`config.mk`:
```
export PLATFORM = sky130hd
export DESIGN_NAME = cvr_cell
export DESIGN_NICKNAME = d
export VERILOG_FILES = /design/src/rtl/cvr_pkg.sv /design/src/rtl/cvr_cell.sv
export SDC_FILE = /design/constraint.sdc
export NUM_CORES = 1
export LEC_CHECK = 0
export ABC_AREA = 0
export BUFFER_PORTS_ARGS = -buffer_cell sky130_fd_sc_hd__buf_4
export CORE_AREA = 2 2 282 284
export DETAILED_ROUTE_END_ITERATION = 10
export DIE_AREA = 0 0 284 286
export PLACE_DENSITY = 0.64
export SLEW_MARGIN = 20
export SYNTH_ARGS = -nofsm -noshare
export SYNTH_HDL_FRONTEND = slang
export SYNTH_SLANG_ARGS = --single-unit
```
`constraint.sdc`:
```
create_clock -name i_clk -period 12.07 [get_ports i_clk]
set_input_delay 2.414 -clock i_clk [delete_from_list [all_inputs] [get_ports i_clk]]
set_output_delay 2.414 -clock i_clk [all_outputs]
set_load 0.05 [all_outputs]
```
`src/rtl/cvr_pkg.sv`:
```
// ----------------------------------------------------------------------------
// cvr_pkg
// Shared constants, CORDIC arctangent table and the word passed between the
// cells of the collision velocity response unit.
// ----------------------------------------------------------------------------
package cvr_pkg;

    // Q15.16 velocities; the arithmetic itself does not depend on it
    localparam int FRAC_BITS    = 16;
    // Phase width of the contact angle (one turn = 2^ANGLE_BITS)
    localparam int ANGLE_BITS   = 16;
    localparam int CORDIC_STEPS = 30;
    // Cells plus response stages: edges from the accepting edge to the
    // edge that takes the result
    localparam int LATENCY      = CORDIC_STEPS + 8;

    // CORDIC gain compensation in Q2.30
    localparam logic signed [33:0] CORDIC_K = 34'sd652032874;

    // Restitution register
    localparam logic [16:0] RESTITUTION_RESET = 17'd65536;
    localparam logic [16:0] RESTITUTION_MAX   = 17'd65536;

    // atan(2^-i) on a 2^32-per-turn phase
    function automatic logic [29:0] atan_turn(input logic [4:0] idx);
        logic [29:0] v;
        case (idx)
            5'd0:  v = 30'd536870912;
            5'd1:  v = 30'd316933406;
            5'd2:  v = 30'd167458907;
            5'd3:  v = 30'd85004756;
            5'd4:  v = 30'd42667331;
            5'd5:  v = 30'd21354465;
            5'd6:  v = 30'd10679838;
            5'd7:  v = 30'd5340245;
            5'd8:  v = 30'd2670163;
            5'd9:  v = 30'd1335087;
            5'd10: v = 30'd667544;
            5'd11: v = 30'd333772;
            5'd12: v = 30'd166886;
            5'd13: v = 30'd83443;
            5'd14: v = 30'd41722;
            5'd15: v = 30'd20861;
            5'd16: v = 30'd10430;
            5'd17: v = 30'd5215;
            5'd18: v = 30'd2608;
            5'd19: v = 30'd1304;
            5'd20: v = 30'd652;
            5'd21: v = 30'd326;
            5'd22: v = 30'd163;
            5'd23: v = 30'd81;
            5'd24: v = 30'd41;
            5'd25: v = 30'd20;
            5'd26: v = 30'd10;
            5'd27: v = 30'd5;
            5'd28: v = 30'd3;
            5'd29: v = 30'd1;
            default: v = 30'd0;
        endcase
        return v;
    endfunction

    // Word handed from cell to cell: one CORDIC step and one quotient bit each
    typedef struct packed {
        logic               valid;
        logic [1:0]         quad;
        logic signed [33:0] x;
        logic signed [33:0] y;
        logic signed [32:0] z;
        logic [62:0]        rem;
        logic [32:0]        dvsr;
        logic [29:0]        quo;
        logic signed [31:0] ax;
        logic signed [31:0] ay;
        logic signed [31:0] bx;
        logic signed [31:0] by;
    } t_cell_word;

endpackage

```
`src/rtl/cvr_cell.sv`:
```
// ----------------------------------------------------------------------------
// cvr_cell
// One link of the chain: a CORDIC rotation step and one restoring division
// step on the mass ratio, registered towards the next cell.
// ----------------------------------------------------------------------------
module cvr_cell (
    input  logic                i_clk,
    input  logic                i_rst_n,
    input  logic [4:0]          i_step,
    input  cvr_pkg::t_cell_word i_word,
    output cvr_pkg::t_cell_word o_word
);

    cvr_pkg::t_cell_word r_word;
    cvr_pkg::t_cell_word n_word;

    logic signed [33:0] dx;
    logic signed [33:0] dy;
    logic signed [32:0] at;
    logic [61:0]        dv_sh;
    logic [62:0]        diff;
    logic               q_bit;

    // CORDIC step: floor shifts, direction from the sign of the residual
    always_comb begin
        dx    = i_word.y >>> i_step;
        dy    = i_word.x >>> i_step;
        at    = signed'({3'b000, cvr_pkg::atan_turn(i_step)});
        dv_sh = {i_word.dvsr, 29'd0};
        diff  = i_word.rem - {1'b0, dv_sh};
        q_bit = (i_word.rem >= {1'b0, dv_sh});

        n_word = i_word;
        if (!i_word.z[32]) begin
            n_word.x = i_word.x - dx;
            n_word.y = i_word.y + dy;
            n_word.z = i_word.z - at;
        end else begin
            n_word.x = i_word.x + dx;
            n_word.y = i_word.y - dy;
            n_word.z = i_word.z + at;
        end

        // restoring division, remainder shifted against a fixed divisor
        if (q_bit) begin
            n_word.rem = {diff[61:0], 1'b0};
        end else begin
            n_word.rem = {i_word.rem[61:0], 1'b0};
        end
        n_word.quo = {i_word.quo[28:0], q_bit};
    end

    always_ff @(posedge i_clk) begin
        if (!i_rst_n) begin
            r_word.valid <= 1'b0;
        end else begin
            r_word <= n_word;
        end
    end

    assign o_word = r_word;

endmodule

```
==> results.json, run 1 <==
{
  "crit_chain": "buf_4 > inv_1 > nor2_1 > nor2_1 > mux4_2 > inv_1 > ha_1 > inv_1 > nor4_1 > nand2_1 > a21oi_1 > nor2_2 > xor2_1 > ha_1 > nand3_1 > or3_1 > a2111o_1 > a211o_1 > a31oi_1 > a2111oi_0 > o31ai_1 > a21oi_1 > xnor2_1",
  "grt_max_degree": 83,
  "hp-class": "in2reg",
  "max-slew-margin-rel_pct": 29.4,
  "cp_common_cell": "inv_1",
  "cts_sinks": 357,
  "drc_errors": 0,
  "worst_hold_slack_ns": 2.02,
  "p_int_uw": 3030,
  "drive_gt1_share_pct": 32.2,
  "cts_tree": "built",
  "postCtsHoldBufs": 0,
  "antenna_found_initial": 7,
  "tns_ns": 0,
  "io_buffers": 720,
  "yosysTopAreaCellShare_pct": 43.0,
  "tightest_slew_ns": 1.06,
  "coreArea_sq_mm": 0.0784,
  "maxSlewViolCount": 0,
  "viasPerCell": 5.41,
  "finalWeightedCongestion": 0.992,
  "cp-start-kind": "input pin",
  "max_stage_delay_ns": 0.79,
  "comb_power_share_pct": 42.5,
  "clockPowerShare_pct": 24.5,
  "layout_common_cells": "741 x buf_4, 356 x edfxtp_1, 207 x a21oi_1",
  "syn_avg_cell_area_sq_um": 11.0,
  "ir_worst_vdd_uv": 86.7,
  "grt_util_all_layers_pct": 23.0,
  "ys_ff_latch": 357,
  "cts_resized": 0,
  "hold_viol": 0,
  "power_leakage_uw": 0.0136,
  "swShare_pct": 39.9,
  "grt_pass1_wl_um": 139000,
  "syn_to_final_growth_pct": 31.1,
  "synth_edf_count": 356,
  "seqPwrFrac_pct": 33.0,
  "routed_wl_um": 98600,
  "gr-total-overflow": 0,
  "die_x_um": 284,
  "synth.area.top_cells": "edfxtp_1 43%, mux4_2 7.1%, ha_1 7.0%",
  "clk_pin_slew_ns": 0.06,
  "finalCritPeriodShare_pct": 76.5,
  "crit_type": "in2reg",
  "fin_crit_ns": 9.23,
  "dieArea_sq_mm": 0.0812,
  "start_util_pct": 31.7,
  "async_reset_ff_share_pct": 0,
  "post_cts_buffers": 0,
  "core.rowCount": 103,
  "crit_fanout": 81,
  "post_drt_wl_per_cell_um": 24.4,
  "rsz0062_at_grt": "no",
  "syn_nets": 2775,
  "yosysWarnings": 0,
  "synth_cell_type_count": 94,
  "ios": 723,
  "clock-root-buffer": "clkbuf_16",
  "p_switching_uw": 2010,
  "slowest_stage": "buf_4",
  "drtIter0Drc": 2154,
  "cp-end-kind": "flop",
  "cts.path.max_buffers": 3,
  "postRouteAntennaNets": 0,
  "synthesis.area_sq_mm": 0.0248,
  "fmax_mhz": 108,
  "cts_buffers": 43,
  "final_common_cell": "buf_4",
  "grt_pass1_vias": 20500,
  "syn_inst": 2267,
  "h-tree-depth": 2,
  "drtPass1Iterations": 6,
  "final_nets": 3462,
  "max-cap-violations": 0,
  "dp_hpwl_um": 78000,
  "dieHeight_um": 286,
  "power_density_mw_per_mm2": 155,
  "largest_reg_flops": 357,
  "seq_area_frac_synth_pct": 43.1,
  "setup_viol": 0,
  "status": "finished, final reports clean",
  "vias": 21800,
  "cp_data_arrival_time_ns": 9.55,
  "synth_area_leader_cell": "edfxtp_1",
  "critPathRequiredTime_ns": 12.39,
  "synth_top_flop_cell": "edfxtp_1"
}
[cell families (layout without fill, tap and decap cells)]
| logic type | Yosys count | in the layout | synth area share [%] |
|---|---|---|---|
| compound gates | 614 | 614 | 15.7 |
| simple gates | 579 | 579 | 11.4 |
| flops | 357 | 357 | 43.1 |
| xor+xnor | 199 | 199 | 7.02 |
| buf+inv | 189 | 910 | 3.42 |
| mux | 185 | 185 | 11.9 |
| fa+ha+maj | 143 | 143 | 7.32 |
| other cells | 1 | 2 | 0.0151 |
[cell type report]
class | count | area [sq um]
clock inverters | 22 | 164
repair buffers | 742 | 5580
clock buffers | 57 | 1160
fillers | 7661 | 45800
flip-flops and latches | 357 | 10700
inverters | 89 | 334
diodes | 1 | 2.50
well taps | 1050 | 1310
multi-input cells | 1721 | 13300
[synth_stat cells, drive strengths merged (15+ instances only)]
| cell type | number |
|---|---|
| nor2 | 177 |
| a211oi | 20 |
| nor2b | 26 |
| a31oi | 36 |
| mux4 | 83 |
| inv | 89 |
| nand2b | 31 |
| mux2 | 44 |
| xnor2 | 119 |
| a21o | 59 |
| a21oi | 208 |
| and3 | 30 |
| clkbuf | 43 |
| buf | 57 |
| nand2 | 147 |
| nor3 | 36 |
| nand3 | 40 |
| o211ai | 20 |
| and2 | 23 |
| mux2i | 58 |
| edfxtp | 356 |
| o21ai | 108 |
| ha | 139 |
| xor2 | 80 |
| o21a | 25 |
| o21bai | 15 |
[layer usage]
| layer | GRT usage, % | up-vias | share of wire (%) |
|---|---|---|---|
| met3 | 4.05 | 191 | 7.6 |
| met5 | 0 | - | 0.043 |
| met1 | 27.7 | 10500 | 38 |
| met2 | 40.5 | 1097 | 50 |
| met4 | 9.47 | 8 | 4.4 |
| li1 | - | 10000 | - |
[power groups by stage]
stage	logic [uW]	clock network, uW	registers (uW)
2_1_floorplan	819	0	2290
3_3_place_gp	2130	0	1690
3_5_place_dp	2140	0	1690
4_1_cts	2150	1280	1670
5_1_grt	2270	1320	1680
6_report	2140	1230	1670
[through the flow]
| stage | instance area, sq um | std cells | worst slack [ns] | util (%) | power [uW] |
|---|---|---|---|---|---|
| finish | 32600 | 4039 | 2.84 | 41.5 | 5040 |
| global route | 32600 | 4039 | 2.41 | 41.5 | 5260 |
| CTS | 32600 | 4038 | 2.99 | 41.5 | 5090 |
| detailed placement | 31200 | 3959 | 2.39 | 39.9 | 3830 |
| global placement | 31200 | 3959 | 2.45 | 39.9 | 3820 |
| floorplan | 24800 | 2267 | 3.67 | - | 3110 |
[critical path: cells and delay by family]
family | cells | cell delay [ns]
compound gates | 7 | 2.18
xor+xnor | 2 | 0.40
fa+ha+maj | 2 | 0.57
buf+inv | 4 | 1.66
mux | 1 | 0.51
simple gates | 7 | 1.79
[path summary, 6_finish.rpt]
path   startpoint           to  cells after the start
min   i_word[146]  o_word[147]                      1
max     i_step[2]  o_word[285]                     23
(Power assumes the default switching activity.)
==> run 2: changes to the inputs <==
--- a/config.mk
+++ b/config.mk
@@ -7,10 +7,10 @@
 export LEC_CHECK = 0
 export ABC_AREA = 0
 export BUFFER_PORTS_ARGS = -buffer_cell sky130_fd_sc_hd__buf_4
-export CORE_AREA = 2 2 282 284
+export CORE_AREA = 2 2 278 280
 export DETAILED_ROUTE_END_ITERATION = 10
-export DIE_AREA = 0 0 284 286
-export PLACE_DENSITY = 0.64
+export DIE_AREA = 0 0 280 282
+export PLACE_DENSITY = 0.66
 export SLEW_MARGIN = 20
 export SYNTH_ARGS = -nofsm -noshare
 export SYNTH_HDL_FRONTEND = slang
==> constraint.sdc (replaced) <==
create_clock -name i_clk -period 8.56 [get_ports i_clk]
set_input_delay 1.712 -clock i_clk [delete_from_list [all_inputs] [get_ports i_clk]]
set_output_delay 1.712 -clock i_clk [all_outputs]
set_load 0.05 [all_outputs]
==> results.json, run 2 (synthesis results as in run 1) <==
{
  "drtIter0Drc": 2177,
  "drive_gt1_share_pct": 32.9,
  "vias": 21900,
  "core.rowCount": 101,
  "final_nets": 3493,
  "grt_pass1_wl_um": 140000,
  "fin_cells": 3996,
  "seq_area_sq_mm": 0.0107,
  "final_common_cell": "buf_4",
  "dp_hpwl_um": 78600,
  "clk_pin_slew_ns": 0.06,
  "clockPowerShare_pct": 25.3,
  "dieHeight_um": 282,
  "cts_resized": 0,
  "crit_buf_inv": 3,
  "swShare_pct": 39.6,
  "max-cap-violations": 0,
  "layout_common_cells": "765 x buf_4, 356 x edfxtp_1, 207 x a21oi_1",
  "drtPass1Iterations": 6,
  "power_leakage_uw": 0.0138,
  "maxSlewViolCount": 0,
  "cts.path.max_buffers": 3,
  "coreArea_sq_mm": 0.0757,
  "grt_util_all_layers_pct": 23.9,
  "max-slew-margin-rel_pct": 34.4,
  "fmax_mhz": 131,
  "power_density_mw_per_mm2": 220,
  "io_buffers": 720,
  "comb_power_share_pct": 42.1,
  "worst_hold_slack_ns": 1.31,
  "largest_reg_flops": 357,
  "finalCritPeriodShare_pct": 89.4,
  "dieArea_sq_mm": 0.0790,
  "tightest_slew_ns": 0.976,
  "crit_family": "compound AO/OA/AOI/OAI gates",
  "cp-end-kind": "flop",
  "h-tree-depth": 2,
  "placed_cells": 3918,
  "multi_input_area_sq_mm": 0.0133,
  "cts_buffers": 43,
  "clock-root-buffer": "clkbuf_16",
  "crit_fanout": 31,
  "routed_wl_um": 99400,
  "viasPerCell": 5.47,
  "seqPwrFrac_pct": 32.6,
  "ios": 723,
  "finalWeightedCongestion": 0.963,
  "p_switching_uw": 2860,
  "hold_viol": 0,
  "cts_sinks": 357,
  "postLayoutCellArea_sq_mm": 0.0328,
  "crit_type": "in2reg",
  "hp-class": "in2reg",
  "post_drt_wl_per_cell_um": 24.9,
  "setup_viol": 0,
  "p_int_uw": 4360,
  "post_cts_buffers": 0,
  "cp-start-kind": "input pin",
  "rsz0062_at_grt": "no",
  "gr-total-overflow": 0,
  "max_stage_delay_ns": 0.60,
  "die_x_um": 280,
  "grt_max_degree": 139,
  "placed_area_sq_mm": 0.0315,
  "status": "finished, final reports clean",
  "postRouteAntennaNets": 0,
  "antenna_found_initial": 7,
  "fillers": 7141,
  "start_util_pct": 32.8,
  "crit_chain": "buf_4 > buf_4 > buf_4 > mux4_1 > mux2_2 > mux4_2 > a211oi_2 > o2111ai_1 > or4_4 > nor2b_4 > and2_1 > nor2_1 > xor2_1 > ha_1 > a21oi_1 > o21bai_1 > a21o_1 > a21o_1 > a21oi_1 > o21ai_0 > a311o_1 > a21o_1 > a21oi_1 > xnor2_1",
  "syn_to_final_growth_pct": 32.2,
  "critPathRequiredTime_ns": 8.88,
  "slowest_stage": "or4_4",
  "tns_ns": 0,
  "drc_errors": 0,
  "fin_crit_ns": 7.65,
  "postCtsHoldBufs": 0,
  "ir_worst_vdd_uv": 138,
  "cp_data_arrival_time_ns": 7.97,
  "grt_pass1_vias": 21200,
  "cts_tree": "built"
}
run 2: cell types whose count changed in the layout (fill, tap and decap cells not counted), moves of 2 or more:
| cell | previous run | this run |
|---|---|---|
| buf_4 | 741 | 765 |
| inv_16 | 0 | 2 |
| clkinv_8 | 2 | 0 |
| bufinv_16 | 1 | 4 |
| clkbuf_8 | 3 | 0 |
| buf_12 | 0 | 7 |
| clkinv_1 | 9 | 6 |
run 2: area by class of cell:
type	count	share of cell area [%]
multi-input combinational	1721	40.5
antenna	2	0.0152
clock inverter	23	0.789
clock buffer	53	3.39
sequential	357	32.6
tap	978	3.73
inverter	89	1.02
timing repair buffer	773	18.0
run 2: path summary, 6_finish.rpt:
check / startpoint / end / slack [ns] / cells after the start
setup / recovery: i_step[2] / o_word[354] / 0.91 / 24
hold / removal: i_word[45] / o_word[45] / 1.31 / 1
run 2: power groups by stage:
stage	Clock [uW]	Sequential, uW	Combinational (uW)
detailed placement	0	2380	3020
global placement	0	2380	3020
floorplan	0	3230	1150
global route	1940	2370	3220
CTS	1890	2350	3040
finish	1830	2350	3040
run 2: per-stage QoR:
step | total power [uW] | setup WS [ns] | util [%]
2_1_floorplan | 4380 | 0.859 | -
3_3_place_gp | 5400 | 0.432 | 41.6
3_5_place_dp | 5410 | 0.363 | 41.6
4_1_cts | 7280 | 0.991 | 43.4
5_1_grt | 7530 | 0.545 | 43.4
6_report | 7220 | 0.907 | 43.4
run 2: routing by layer:
layer	track usage [%]	part of all wire, %	up-vias
li1	-	-	10100
met1	27.4	37	10500
met2	41.2	49	1089
met3	5.83	8.6	206
met4	12.7	5.8	10
met5	0	0.048	-
